<file path="config.mk">
export PLATFORM = sky130hd
export DESIGN_NAME = escape_sequence_decoder
export DESIGN_NICKNAME = d
export VERILOG_FILES = /design/src/esd_pkg.sv /design/src/esd_decode.sv /design/src/esd_out_fifo.sv /design/src/escape_sequence_decoder.sv
export SDC_FILE = /design/constraint.sdc
export NUM_CORES = 1
export LEC_CHECK = 0
export BUFFER_PORTS_ARGS = -buffer_cell sky130_fd_sc_hd__buf_2
export CORE_AREA = 4 4 95 119
export CTS_CLUSTER_SIZE = 16
export DETAILED_ROUTE_END_ITERATION = 12
export DIE_AREA = 0 0 99 123
export PLACE_DENSITY = 0.59
export SYNTH_ARGS = -nofsm -noshare
export SYNTH_HDL_FRONTEND = slang
export SYNTH_SLANG_ARGS = --single-unit
</file>
<file path="constraint.sdc">
create_clock -name i_clk -period 4.4 [get_ports i_clk]
set_input_delay 0.22 -clock i_clk [delete_from_list [all_inputs] [get_ports i_clk]]
set_output_delay 0.22 -clock i_clk [all_outputs]
set_load 0.03 [all_outputs]
</file>
<file path="src/esd_pkg.sv">
// Package for the escape sequence decoder: decode modes, status codes,
// character constants, shared types and the escape lookup functions.
// No dependencies.
package esd_pkg;

    // Decode modes
    localparam logic [2:0] MODE_TEXT = 3'd0;
    localparam logic [2:0] MODE_ESC  = 3'd1;
    localparam logic [2:0] MODE_OCT  = 3'd2;
    localparam logic [2:0] MODE_HEX  = 3'd3;
    localparam logic [2:0] MODE_DROP = 3'd4;

    // Result status codes
    localparam logic [1:0] ST_OK      = 2'd0;
    localparam logic [1:0] ST_UNKNOWN = 2'd1;
    localparam logic [1:0] ST_BAD_OCT = 2'd2;
    localparam logic [1:0] ST_BAD_HEX = 2'd3;

    // Characters
    localparam logic [7:0] CH_BACKSLASH = 8'h5C;
    localparam logic [7:0] CH_LOWER_X   = 8'h78;
    localparam logic [7:0] CH_ZERO      = 8'h30;
    localparam logic [7:0] CH_SEVEN     = 8'h37;
    localparam logic [7:0] CH_NINE      = 8'h39;
    localparam logic [7:0] CH_LOWER_A   = 8'h61;
    localparam logic [7:0] CH_LOWER_F   = 8'h66;
    localparam logic [7:0] CH_UPPER_A   = 8'h41;
    localparam logic [7:0] CH_UPPER_F   = 8'h46;
    localparam logic [7:0] CH_LOWER_N   = 8'h6E;
    localparam logic [7:0] CH_LOWER_V   = 8'h76;
    localparam logic [7:0] CH_LOWER_T   = 8'h74;
    localparam logic [7:0] CH_LOWER_R   = 8'h72;
    localparam logic [7:0] CH_LOWER_B   = 8'h62;
    localparam logic [7:0] CH_QUOTE     = 8'h27;
    localparam logic [7:0] CH_DQUOTE    = 8'h22;
    localparam logic [7:0] CH_QUESTION  = 8'h3F;

    localparam logic [8:0] BYTE_MAX_VALUE = 9'd255;

    // Decoder state
    typedef struct packed {
        logic [2:0] mode;
        logic [8:0] value;
        logic [1:0] count;
    } t_dec_state;

    // One result item
    typedef struct packed {
        logic [7:0] out_char;
        logic [1:0] status;
        logic       final_result;
    } t_result;

    // Results caused by one input item; second is valid only with the first
    typedef struct packed {
        logic    valid0;
        logic    valid1;
        t_result res0;
        t_result res1;
    } t_dec_out;

    typedef struct packed {
        logic       hit;
        logic [7:0] value;
    } t_esc_lookup;

    typedef struct packed {
        logic       hit;
        logic [3:0] value;
    } t_hex_lookup;

    // Map a simple escape letter to its byte
    function automatic t_esc_lookup simple_escape(input logic [7:0] c);
        t_esc_lookup r;
        r.hit = 1'b1;
        case (c)
            CH_LOWER_N:   r.value = 8'd10;
            CH_LOWER_A:   r.value = 8'd7;
            CH_LOWER_V:   r.value = 8'd11;
            CH_LOWER_T:   r.value = 8'd9;
            CH_LOWER_R:   r.value = 8'd13;
            CH_LOWER_B:   r.value = 8'd8;
            CH_BACKSLASH: r.value = 8'd92;
            CH_QUOTE:     r.value = 8'd39;
            CH_DQUOTE:    r.value = 8'd34;
            CH_QUESTION:  r.value = 8'd63;
            default: begin
                r.hit   = 1'b0;
                r.value = 8'd0;
            end
        endcase
        return r;
    endfunction

    // Map a hex digit character to its value
    function automatic t_hex_lookup hex_digit(input logic [7:0] c);
        t_hex_lookup r;
        r.hit   = 1'b1;
        r.value = 4'd0;
        if (c inside {[CH_ZERO:CH_NINE]}) begin
            r.value = c[3:0];
        end else if (c inside {[CH_LOWER_A:CH_LOWER_F]} ||
                     c inside {[CH_UPPER_A:CH_UPPER_F]}) begin
            r.value = 4'(c[2:0] + 3'd1) + 4'd8;
        end else begin
            r.hit = 1'b0;
        end
        return r;
    endfunction

    function automatic logic is_octal(input logic [7:0] c);
        return (c inside {[CH_ZERO:CH_SEVEN]});
    endfunction

endpackage

</file>
<file path="src/esd_decode.sv">
// Decode step: from the current decoder state and one input byte, form the
// next state and up to two result items. Pure combinational logic.
// Depends on esd_pkg.
module esd_decode import esd_pkg::*; (
    input  t_dec_state i_state,
    input  logic [7:0] i_char,
    input  logic       i_eos,
    output t_dec_state o_state,
    output t_dec_out   o_out
);

    t_esc_lookup w_esc;
    t_hex_lookup w_hex;
    logic [8:0]  w_oct_value;
    logic [8:0]  w_hex_value;
    logic [1:0]  w_count_inc;

    assign w_esc       = simple_escape(i_char);
    assign w_hex       = hex_digit(i_char);
    assign w_oct_value = {i_state.value[5:0], i_char[2:0]};
    assign w_hex_value = {i_state.value[4:0], w_hex.value};
    assign w_count_inc = i_state.count + 2'd1;

    always_comb begin
        o_state    = i_state;
        o_out      = '0;

        case (i_state.mode)
            MODE_ESC: begin
                if (w_esc.hit) begin
                    o_out.valid0        = 1'b1;
                    o_out.res0.out_char = w_esc.value;
                    o_out.res0.status   = ST_OK;
                    o_state.mode        = MODE_TEXT;
                end else if (is_octal(i_char)) begin
                    o_state.value = {6'd0, i_char[2:0]};
                    o_state.count = 2'd1;
                    o_state.mode  = MODE_OCT;
                    if (i_eos) begin
                        o_out.valid0        = 1'b1;
                        o_out.res0.out_char = {5'd0, i_char[2:0]};
                        o_out.res0.status   = ST_OK;
                    end
                end else if (i_char == CH_LOWER_X) begin
                    o_state.value = '0;
                    o_state.count = '0;
                    o_state.mode  = MODE_HEX;
                    if (i_eos) begin
                        o_out.valid0      = 1'b1;
                        o_out.res0.status = ST_BAD_HEX;
                    end
                end else begin
                    o_out.valid0      = 1'b1;
                    o_out.res0.status = ST_UNKNOWN;
                    o_state.mode      = MODE_DROP;
                end
            end
            MODE_OCT: begin
                if (is_octal(i_char)) begin
                    o_state.value = w_oct_value;
                    o_state.count = w_count_inc;
                    if (w_count_inc == 2'd3 || i_eos) begin
                        o_out.valid0 = 1'b1;
                        if (w_oct_value > BYTE_MAX_VALUE) begin
                            o_out.res0.status = ST_BAD_OCT;
                            o_state.mode      = MODE_DROP;
                        end else begin
                            o_out.res0.out_char = w_oct_value[7:0];
                            o_out.res0.status   = ST_OK;
                            o_state.mode        = MODE_TEXT;
                        end
                    end
                end else begin
                    // Flush the value, then treat the byte as text
                    o_out.valid0        = 1'b1;
                    o_out.res0.out_char = i_state.value[7:0];
                    o_out.res0.status   = ST_OK;
                    o_state.mode        = MODE_TEXT;
                    if (i_char == CH_BACKSLASH && !i_eos) begin
                        o_state.mode = MODE_ESC;
                    end else begin
                        o_out.valid1        = 1'b1;
                        o_out.res1.out_char = i_char;
                        o_out.res1.status   = ST_OK;
                    end
                end
            end
            MODE_HEX: begin
                if (w_hex.hit) begin
                    o_state.value = w_hex_value;
                    o_state.count = w_count_inc;
                    if (w_count_inc >= 2'd2 || i_eos) begin
                        o_out.valid0        = 1'b1;
                        o_out.res0.out_char = w_hex_value[7:0];
                        o_out.res0.status   = ST_OK;
                        o_state.mode        = MODE_TEXT;
                    end
                end else if (i_state.count == 2'd0) begin
                    o_out.valid0      = 1'b1;
                    o_out.res0.status = ST_BAD_HEX;
                    o_state.mode      = MODE_DROP;
                end else begin
                    o_out.valid0        = 1'b1;
                    o_out.res0.out_char = i_state.value[7:0];
                    o_out.res0.status   = ST_OK;
                    o_state.mode        = MODE_TEXT;
                    if (i_char == CH_BACKSLASH && !i_eos) begin
                        o_state.mode = MODE_ESC;
                    end else begin
                        o_out.valid1        = 1'b1;
                        o_out.res1.out_char = i_char;
                        o_out.res1.status   = ST_OK;
                    end
                end
            end
            MODE_DROP: begin
                // Drop bytes until end of string
            end
            default: begin
                o_state.mode = MODE_TEXT;
                if (i_char == CH_BACKSLASH && !i_eos) begin
                    o_state.mode = MODE_ESC;
                end else begin
                    o_out.valid0        = 1'b1;
                    o_out.res0.out_char = i_char;
                    o_out.res0.status   = ST_OK;
                end
            end
        endcase

        // End of string: mark the last result and clear digit state
        if (i_eos) begin
            o_state = '{mode: MODE_TEXT, value: '0, count: '0};
            if (o_out.valid1) begin
                o_out.res1.final_result = 1'b1;
            end else if (o_out.valid0) begin
                o_out.res0.final_result = 1'b1;
            end
        end
    end

endmodule

</file>
<file path="src/esd_out_fifo.sv">
// Four-entry result queue: takes up to two result items per cycle, hands
// out one per cycle on a valid/ready channel. Depends on esd_pkg.
module esd_out_fifo import esd_pkg::*; (
    input  logic       i_clk,
    input  logic       i_rst_n,
    input  t_dec_out   i_push,
    output logic       o_room,
    output logic       o_valid,
    input  logic       i_ready,
    output t_result    o_head
);

    t_result     r_mem [4];
    logic [1:0]  r_wr_ptr;
    logic [1:0]  r_rd_ptr;
    logic [2:0]  r_count;
    logic [1:0]  n_wr_ptr;
    logic [1:0]  n_rd_ptr;
    logic [2:0]  n_count;
    logic        w_pop;
    logic [2:0]  w_push_num;

    assign o_valid    = (r_count != 3'd0);
    assign o_room     = (r_count <= 3'd2);
    assign o_head     = r_mem[r_rd_ptr];
    assign w_pop      = o_valid && i_ready;
    assign w_push_num = {2'd0, i_push.valid0} + {2'd0, i_push.valid1};

    // Advance pointers and fill count
    always_comb begin
        n_wr_ptr = r_wr_ptr + w_push_num[1:0];
        n_rd_ptr = r_rd_ptr + {1'b0, w_pop};
        n_count  = r_count + w_push_num - {2'd0, w_pop};
    end

    always_ff @(posedge i_clk) begin
        if (!i_rst_n) begin
            r_wr_ptr <= '0;
            r_rd_ptr <= '0;
            r_count  <= '0;
        end else begin
            r_wr_ptr <= n_wr_ptr;
            r_rd_ptr <= n_rd_ptr;
            r_count  <= n_count;
        end
    end

    // Store pushed items in order
    always_ff @(posedge i_clk) begin
        if (i_push.valid0) begin
            r_mem[r_wr_ptr] <= i_push.res0;
        end
        if (i_push.valid1) begin
            r_mem[r_wr_ptr + 2'd1] <= i_push.res1;
        end
    end

endmodule

</file>
<file path="src/escape_sequence_decoder.sv">
// Top level of the C string escape decoder.
// Depends on esd_pkg, esd_decode and esd_out_fifo.
//
// Usage:
//   Input channel (i_valid / o_ready) carries one string byte per item with
//   an end-of-string flag. Output channel (o_valid / i_ready) carries decoded
//   bytes with a status code and a flag on the last result of a string.
//   An input item yields zero, one or two result items; errors put the
//   decoder into a drop state that discards bytes until end of string.
//   A result item enters the result queue when its input item is accepted.
//   The decoder takes one input item per cycle while o_ready is high, set by
//   the single decode step between the state register and the four-entry
//   result queue. o_ready is high while the queue has room for two results,
//   so with a receiver that takes one item per cycle input flows at full
//   rate; a two-result burst is absorbed by the queue.
//   When the receiver stalls, results stay in the queue and o_ready drops
//   once fewer than two entries are free.
//   Reset (synchronous, active low) returns the decoder to text mode with
//   cleared digit state and empties the queue.
module escape_sequence_decoder import esd_pkg::*; (
    input  logic       i_clk,
    input  logic       i_rst_n,
    input  logic       i_valid,
    output logic       o_ready,
    input  logic [7:0] i_in_char,
    input  logic       i_end_of_string,
    output logic       o_valid,
    input  logic       i_ready,
    output logic [7:0] o_out_char,
    output logic [1:0] o_status,
    output logic       o_final_result
);

    t_dec_state r_state;
    t_dec_state n_state;
    t_dec_out   w_dec;
    t_dec_out   w_push;
    t_result    w_head;
    logic       w_accept;

    assign w_accept = i_valid && o_ready;

    esd_decode u_decode (
        .i_state (r_state),
        .i_char  (i_in_char),
        .i_eos   (i_end_of_string),
        .o_state (n_state),
        .o_out   (w_dec)
    );

    // Push results only for an accepted item
    always_comb begin
        w_push        = w_dec;
        w_push.valid0 = w_dec.valid0 && w_accept;
        w_push.valid1 = w_dec.valid1 && w_accept;
    end

    // Hold decoder state between items
    always_ff @(posedge i_clk) begin
        if (!i_rst_n) begin
            r_state <= '{mode: MODE_TEXT, value: '0, count: '0};
        end else if (w_accept) begin
            r_state <= n_state;
        end
    end

    esd_out_fifo u_out_fifo (
        .i_clk   (i_clk),
        .i_rst_n (i_rst_n),
        .i_push  (w_push),
        .o_room  (o_ready),
        .o_valid (o_valid),
        .i_ready (i_ready),
        .o_head  (w_head)
    );

    assign o_out_char     = w_head.out_char;
    assign o_status       = w_head.status;
    assign o_final_result = w_head.final_result;

endmodule
</file>
; After elaboration in Yosys (flattened, before gate mapping)
; Memory sizes are Yosys's and may differ from the RTL's. A register that Yosys moved wholly into a read port is not among the register bits.
; Cells that the tools add are included.
[classes]
n_addsub = 9
magnitude_cmp = 10
n_eq_ne = 23
muxes = 66
n_reduce_logical = 19
[op_table]
columns = op, n
row1 = $mux 10, 9
row2 = $pmux 7 s10, 1
row3 = $eq 8x7->1 const B, 8
row4 = $mux 11, 4
row5 = $pmux 10 s4, 1
row6 = $pmux 11 s3, 1
row7 = $mux 14, 2
row8 = $mux 3, 9
row9 = $eq 8x6->1 const B, 3
row10 = $mux 1, 24
row11 = $pmux 10 s2, 1
row12 = $ge 8x7->1 const B, 2
row13 = $le 8x6->1 const B, 2
row14 = $le 8x7->1 const B, 2
row15 = $mux 2, 6
row16 = $pmux 3 s4, 1
row17 = $reduce_or 10->1, 1
row18 = $gt 9x8->1 const B, 1
row19 = $logic_and 1x1->1, 9
row20 = $mux 9, 1
row21 = $ge 8x6->1 const B, 1
row22 = $mux 4, 2
row23 = $mux 8, 1
row24 = $ne 4x4->1 const B, 2
row25 = other kinds (28), 33
[word_totals]
reg_bits = 20
mem_bits_rw = 44
output_inout_bits = 13
n_memories = 1
[memory_table]
columns = memory, depth, word_bits, rd, rd_clocked_by_memory_dff, write_ports, line
row1 = u_out_fifo.r_mem, 4, 11, 1, 1, 2, esd_out_fifo.sv:13  ; t_result r_mem [4];

; Logic depth before layout (Yosys ltp)
; Gate-level depths: netlist of the first run.
[depth]
depth_word = 11
mapped_depth = 17
mapped_depth_nobuf = 15

; By module
; From an unflattened synthesis of the first run, not the netlist that was laid out.
[unflattened]
cells_unflattened = 499
hier_area_um2 = 4948.5
[by_module_without_submodules]
columns = module, instances, cells_each, area_per_inst_um2, seq_area_each_um2
row1 = esd_out_fifo, 1, 151, 2586.2, 1461.4
row2 = esd_decode, 1, 281, 1746.7, 0.0
row3 = escape_sequence_decoder, 1, 67, 615.6, 280.3

; Worst setup path before layout of the first run
; OpenSTA, ideal clock, no wires.
[synth_timing]
path_kind = input port to flip-flop
from = input i_in_char[0]
to = register u_out_fifo.r_count[2]
t_arrival_ns = 3.316
slack_ns = 0.969
stages = 15
path_buffers = 1
path_cell_list = clkbuf_1 -> inv_1 -> ha_1 -> o21ba_2 -> o21ai_0 -> a41oi_4 -> nor4_4 -> ha_1 -> inv_1 -> ha_1 -> inv_1 -> fa_1 -> xnor2_1 -> xnor2_1 -> and2_1
[synth_between]
elab_chain_len = 11
elab_cells_between_ends = 44
classes_between = add/sub (3) / order compare (7) / eq/ne (11) / mux (14) / reduce/logical (9)
[synth_rtl]
columns = item, line
row1 = start: declaration, escape_sequence_decoder.sv:25  ; input logic [7:0] i_in_char,
row2 = $ge 8x7->1 (tied with other cells), esd_pkg.sv:102  ; end else if (c inside {[CH_LOWER_A:CH_LOWER_F]} ||
row3 = "$logic_and 1x1->1, on equally long branches", "esd_pkg.sv:102, esd_pkg.sv:103"
row4 = $logic_or 1x1->1, esd_pkg.sv:103  ; c inside {[CH_UPPER_A:CH_UPPER_F]}) begin
row5 = $mux 1, esd_pkg.sv:102
row6 = $mux 1, esd_pkg.sv:100  ; if (c inside {[CH_ZERO:CH_NINE]}) begin
row7 = $mux 1, esd_decode.sv:89  ; if (w_hex.hit) begin
row8 = $pmux 1 s4 or $pmux 1 s2 (tied branches), esd_decode.sv:28  ; case (i_state.mode)
row9 = "$logic_and 1x1->1, on equally long branches", "escape_sequence_decoder.sv:54, escape_sequence_decoder.sv:55"
row10 = $add 1x1->2 (*), esd_out_fifo.sv:27  ; assign w_push_num = {2'd0, i_push.valid0} + {2'd0, i_push.valid1};
row11 = $add 3x3->3 (*), esd_out_fifo.sv:33  ; n_count = r_count + w_push_num - {2'd0, w_pop};
row12 = $sub 3x1->3 (*), esd_out_fifo.sv:33
row13 = end signal: assignment, esd_out_fifo.sv:44  ; r_count <= n_count;
row14 = end: declaration, esd_out_fifo.sv:16  ; logic [2:0] r_count;
; Every way passes the cells marked *; elsewhere a longest branch is shown, timed or not.
; A chain may end at the register's enable or synchronous reset.

; Worst setup path after layout of the first run
[layout_timing]
from = register r_state[12] (netlist bit)
to = register u_out_fifo.r_count[2]
[layout_between]
elab_chain_len = 6
elab_cells_between_ends = 11
classes_between = add/sub (3) / eq/ne (4) / mux (2) / reduce/logical (2)
[layout_rtl]
columns = item, line
row1 = start: declaration, escape_sequence_decoder.sv:34  ; t_dec_state r_state;
row2 = start signal: assignment, escape_sequence_decoder.sv:61  ; r_state <= '{mode: MODE_TEXT, value: '0, count: '0};
row3 = start signal: assignment, escape_sequence_decoder.sv:63  ; r_state <= n_state;
row4 = $eq 3x3->1 (tied with other cells), esd_decode.sv:28
row5 = $pmux 1 s4 or $pmux 1 s2 (tied branches), esd_decode.sv:28
row6 = "$logic_and 1x1->1, on equally long branches", "escape_sequence_decoder.sv:54, escape_sequence_decoder.sv:55"
row7 = $add 1x1->2 (*), esd_out_fifo.sv:27
row8 = $add 3x3->3 (*), esd_out_fifo.sv:33
row9 = $sub 3x1->3 (*), esd_out_fifo.sv:33
; Marks and branches as above.

==> flow_summary.toml, run 1 <==
[outcome]
status = "completed"

[global_routing]
grt_pass1_wl_mm = 20.8
gr-total-overflow = 0
grt_usage_pct = 22.3
antenna_found_initial = 0
grt_pass1_vias = 3813
grt_max_degree = 23

[cts]
cts_inserted_buffers = 9
clk_pin_slew_ns = 0.05
htree_levels = 3
cts_resized = 0
cts_tree = "yes"
clkLatencyLatePin_ns = 0.33
cts_setup_buffers = 0
cts.path.max_buffers = 2
cts.sinks = 64
clock-root-buffer = "clkbuf_16"
postCtsHoldBufs = 0

[layout]
synthToLayoutAreaGrowth_pct = 10.7
final_core_util_pct = 49.3
diodes = 0
stdcell_area_um2 = 4980
nets = 524
drive_above_1_share_pct = 16.1

[power_and_ir_drop]
p_comb_share_pct = 29.2
ir_worst_vdd_mv = 0.194
internal-power_mw = 1.41
pwr-share-seq_pct = 38.1
clkPwrFrac_pct = 32.7
switching_share_pct = 32.8
p_per_area_nw_per_um2 = 420
power_mw = 2.09
p_leak_nw = 1.75
power.switching_uw = 686

[synth]
yosys_warnings = 0
seq_area_frac_synth_pct = 36.5
yosys-top-cells-area = "edfxtp_1, dfxtp_1, mux4_2"
synth_common_cells = "nand2_1, o21ai_0, edfxtp_1, nor2_1, dfxtp_1"
synthesis.area_um2 = 4500
ys.flop_type = "edfxtp_1"
ys_types = 75
synthesis.nets = 511
synth.most_common_cell = "nand2_1"
synthCells = 485
post-synth-top-area-cell = "edfxtp_1"
async_reset_ff_share_pct = 0
avgSynthCellArea_um2 = 9.28
netlist.area_leader.share_pct = 24.0
synth_seq_cells = 64
synth_edf_count = 36

[worst_setup_path]
crit_path_max_incr_delay_ns = 0.55
path_max_fanout = 13
critPathLaunchType = "register"
path_buf_inv = 2
path_cells = "and2b_1 -> nand2_1 -> nor3_2 -> nor4_4 -> nor2_1 -> ha_1 -> inv_1 -> ha_1 -> inv_1 -> fa_1 -> xnor2_1 -> xnor2_1 -> and2_1"
path_delay_family = "simple AND/OR/NAND/NOR gates"
cp_data_arrival_time_ns = 3.78
cp_data_required_time_ns = 4.63
worst_path_max_delay_cell = "dfxtp_1"
critical_path_class = "register to register"
crit_path_end_kind = "register"

[place]
hpwl_mm = 9.91
io_buffers = 25
placed_area_um2 = 4700
gp_congestion = 0.976

[timing]
hold_viol = 0
relSlewSlack_pct = 46.7
max_freq_mhz = 282
setup_violations = 0
finalMaxSlewViolations = 0
final.period_utilization_pct = 80.7
period_needed_ns = 3.55
worstMarginPinSlew_ns = 0.799
setup_tns_ns = 0
clock-skew-final_ns = 0.00471
rsz0062_at_grt = "false"

[detailed_routing]
drt-total-wl_mm = 13.0
drtIter0Drc = 218
final_antenna_net_count = 0
viasPerCell = 6.12
drc_errors = 0
wire_per_inst_um = 20.5
dr.pass1.iters = 5
vias = 3869

[floorplan]
coreArea_um2 = 10100
die_area_um2 = 12200
rows = 41
start_util_pct = 44.5
dieHeight_um = 123
top_level_ports = 26
dieWidth_um = 99

[run]
drv_cap = 0

[min_path]
hp-class = "input port to register"
[worst paths after layout]
kind	slack, ns	cells after the start	to	from
setup reg to reg	0.85	13	u_out_fifo.r_count[2]$_SDFF_PN0_	r_state[12]$_SDFFE_PN0P_
setup / recovery	0.85	13	u_out_fifo.r_count[2]$_SDFF_PN0_	r_state[12]$_SDFFE_PN0P_
hold / removal	0.33	3	r_state[8]$_SDFFE_PN0P_	i_rst_n
hold reg to reg	0.47	1	u_out_fifo.r_mem[3][1]$_SDFFE_PP0P_	u_out_fifo.r_mem[3][1]$_SDFFE_PP0P_
[layout by cell type, fill, tap and decap left out, drive strengths merged, types with 6 or more instances in the layout]
cell | synthesis | layout
buf | 12 | 33
nor3 | 9 | 9
and2 | 15 | 15
nand4 | 6 | 6
nor4 | 6 | 6
mux2i | 8 | 8
nor2 | 31 | 31
inv | 16 | 16
edfxtp | 36 | 36
a211oi | 6 | 6
ha | 12 | 12
a22o | 15 | 15
mux4 | 11 | 11
nand2 | 63 | 63
o21ai | 39 | 39
clkbuf | 19 | 12
dfxtp | 28 | 28
nand3 | 12 | 12
and3 | 17 | 17
o22ai | 11 | 11
nor2b | 8 | 8
a21oi | 17 | 17
[metrics by stage]
stage | std cells | hold WS [ns] | setup slack [ns]
floorplan | 485 | 0.427 | 0.969
global placement | 616 | 0.462 | 0.696
detailed placement | 616 | 0.455 | 0.583
CTS | 632 | 0.330 | 0.854
global route | 632 | 0.368 | 0.506
finish | 632 | 0.332 | 0.849
[sequential cells by signal (all words and copies together), names as in the netlist]
| signal | flops |
|---|---|
| u_out_fifo.r_count | 3 |
| u_out_fifo.r_wr_ptr | 2 |
| r_state | 13 |
| u_out_fifo.r_mem | 44 |
| u_out_fifo.r_rd_ptr | 2 |
[final cells by class]
type / count / area, um^2
Fill cell: 944 / 5130
Multi-Input combinational cell: 374 / 2650
Sequential cell: 64 / 1640
Clock buffer: 12 / 236
Timing Repair Buffer: 33 / 185
Tap cell: 129 / 161
Inverter: 16 / 60.1
Clock inverter: 4 / 46.3
[worst register-to-register path, stage by stage, from the launching register on]
cell     delay (ns)
dfxtp_1        0.55
and2b_1        0.38
nand2_1        0.25
nor3_2         0.44
nor4_4         0.10
nor2_1         0.26
ha_1           0.24
inv_1          0.05
ha_1           0.27
inv_1          0.05
fa_1           0.43
xnor2_1        0.19
xnor2_1        0.09
and2_1         0.15
[power by group through the flow]
stage | clock network (mW) | registers, mW | logic, mW
after detailed placement | 0 | 0.813 | 0.617
after floorplan | 0 | 0.766 | 0.498
after CTS | 0.695 | 0.802 | 0.618
after global routing | 0.733 | 0.812 | 0.669
final | 0.684 | 0.798 | 0.610
after global placement | 0 | 0.810 | 0.612
[per-layer routing]
metal / track usage, % / routed length (um)
met1: 26.7 / 5310
met2: 38.9 / 6630
met3: 3.95 / 602
met4: 10.3 / 445
met5: 0 / 0
[logic make-up (layout without fill, tap and decap cells)]
kind of cell               count (synthesis)  after routing  synth area share, %
and+or+nand+nor                          198            198                 25.0
muxes                                     23             23                 8.29
buffers and inverters                     47             65                 4.64
AOI/OAI and AO/OA                        133            133                 20.5
adders and majority gates                 13             13                 3.78
xor gates and xnor gates                   7              7                 1.36
DFF                                       64             64                 36.5
No activity file was read; power rests on OpenSTA's default activity.
==> run 2, diff against run 1 <==
PLACE_DENSITY = 0.61   (was 0.59)
clock period = 2.91 ns   (was 4.4 ns; I/O delays follow)
==> run 2 against run 1 <==
Effect of this change: die area unchanged; cell area up 12%; non-clock buffer count up 65; critical endpoint unchanged.
==> flow_summary.toml, run 2 (same netlist as run 1, synthesis figures left out) <==
[timing]
final.period_utilization_pct = 96.7
setup_tns_ns = 0
worstMarginPinSlew_ns = 0.780
setup_violations = 0
finalMaxSlewViolations = 0
relSlewSlack_pct = 47.9
clock-skew-final_ns = 0.00676
hold_viol = 0
rsz0062_at_grt = "false"
period_needed_ns = 2.81
worst_hold_slack_ns = 0.262
max_freq_mhz = 356

[power_and_ir_drop]
power.switching_mw = 1.12
pwr-share-seq_pct = 37.4
p_comb_share_pct = 32.0
p_per_area_nw_per_um2 = 579
switching_share_pct = 34.6
internal-power_mw = 2.12
ir_worst_vdd_mv = 0.268
p_leak_nw = 2.10
clkPwrFrac_pct = 30.7
power_mw = 3.24

[cts]
cts.sinks = 64
clkLatencyLatePin_ns = 0.33
htree_levels = 3
cts.path.max_buffers = 2
clock-root-buffer = "clkbuf_16"
clk_pin_slew_ns = 0.06
postCtsHoldBufs = 0
cts_tree = "yes"
cts_inserted_buffers = 9

[layout]
final_common_cell = "buf_4"
reg.largest.list = "u_out_fifo.r_mem (44), r_state (13), u_out_fifo.r_count (3)"
drive_above_1_share_pct = 29.9
nets = 589
largest_register_ffs = 44
fill_cells = 898
layout_common_cells = "buf_4, nand2_1, o21ai_0, edfxtp_1, nor2_1"
top_register = "u_out_fifo.r_mem"
diodes = 0
synthToLayoutAreaGrowth_pct = 24.3
final_core_util_pct = 55.4

[worst_setup_path]
crit_path_end = "u_out_fifo.r_count[2]$_SDFF_PN0_"
critical_path_class = "register to register"
rr_startpoint = "r_state[0]$_SDFFE_PN0P_"
crit_path_end_kind = "register"
cp_data_required_time_ns = 3.14
cp_data_arrival_time_ns = 3.04
path_max_fanout = 3
r2r_slack_ns = 0.1
worst_r2r_endpoint = "u_out_fifo.r_count[2]$_SDFF_PN0_"
critPathLaunchType = "register"
r2r_cells = 12
crit_start = "r_state[0]$_SDFFE_PN0P_"

[detailed_routing]
final_antenna_net_count = 0
drc_errors = 0
wire_per_inst_um = 20.7
vias = 4243
dr.pass1.iters = 5
drtIter0Drc = 288
drt-total-wl_mm = 14.4
viasPerCell = 6.09

[global_routing]
grt_pass1_wl_mm = 22.8
grt_pass1_vias = 4237
grt_usage_pct = 24.1
grt_max_degree = 23
antenna_found_initial = 0
gr-total-overflow = 0

[floorplan]
die_area_um2 = 12200
rows = 41
top_level_ports = 26
dieHeight_um = 123
dieWidth_um = 99
coreArea_um2 = 10100
start_util_pct = 44.5

[run]
drv_cap = 0

[min_path]
hp-class = "input port to register"

[outcome]
status = "completed"

[place]
gp_congestion = 0.961
io_buffers = 25
hpwl_mm = 11.5
## run 2: cell types whose count changed in the layout (fill, tap and decap cells not counted), moves of 3 or more
cell and delta:
buf_4 +65, clkbuf_1 -3, ha_1 -5, ha_4 +4
inv_1 -3, inv_4 +4
## run 2: how the worst min path moves through the flow
stage | startpoint | endpoint | slack [ns] | depth (start not counted)
floorplan | i_rst_n | r_state[13]$_SDFFE_PN0P_ | 0.38 | 2
global placement | r_state[9]$_SDFFE_PN0P_ | r_state[9]$_SDFFE_PN0P_ | 0.47 | 2
detailed placement | u_out_fifo.r_mem[3][1]$_SDFFE_PP0P_ | u_out_fifo.r_mem[3][1]$_SDFFE_PP0P_ | 0.47 | 1
CTS | i_rst_n | r_state[1]$_SDFFE_PN0P_ | 0.26 | 3
global route | i_rst_n | r_state[2]$_SDFFE_PN0P_ | 0.28 | 3
finish | i_rst_n | r_state[1]$_SDFFE_PN0P_ | 0.26 | 3
## run 2: stage by stage
stage / area (um^2) / instances / setup WS, ns
2_1_floorplan: 4650 / 485 / 0.0102
3_3_place_gp: 5280 / 676 / -0.0174
3_5_place_dp: 5280 / 676 / -0.103
4_1_cts: 5550 / 692 / 0.00185
5_1_grt: 5590 / 697 / 0.0343
6_report: 5590 / 697 / 0.0974
## run 2: timing repair
item	4_1_cts	5_1_grt
endpoints found under the setup margin	1	1
pin swaps	1	6
resized for setup	0	3
gates cloned	0	0
setup buffers	0	5
## run 2: metal layers
metal	global-route usage [%]	wire length (um)
met2	45.8	7700
met3	4.01	662
met1	25.7	5500
met4	11.8	564
met5	0	0
## run 2: cell type report
| class | count | area [um^2] | area share (%) |
|---|---|---|---|
| clock buffers | 9 | 225 | 4.03 |
| multi-input cells | 374 | 2780 | 49.7 |
| clock inverters | 7 | 45.0 | 0.805 |
| flip-flops and latches | 64 | 1640 | 29.4 |
| inverters | 16 | 65.1 | 1.16 |
| repair buffers | 98 | 673 | 12.0 |
| well taps | 129 | 161 | 2.89 |
## run 2: power groups by stage
stage               sequential [mW]  combinational [mW]  clock [mW]
floorplan                      1.16               0.804           0
global route                   1.23                1.12        1.06
detailed placement             1.23                1.04           0
finish                         1.21                1.04       0.993
global placement               1.22                1.01           0
CTS                            1.22                1.04        1.01
## run 2: worst max-delay path, cell delays in order (launching register included)
cell and delay [ns]:
dfxtp_2 0.33, inv_2 0.04, ha_2 0.18, or2_4 0.24, o31a_1 0.27, nor4_4 0.33
nor2_2 0.10, ha_4 0.24, ha_4 0.16, fa_2 0.40, xnor2_2 0.14, xnor2_1 0.12
and2_1 0.15
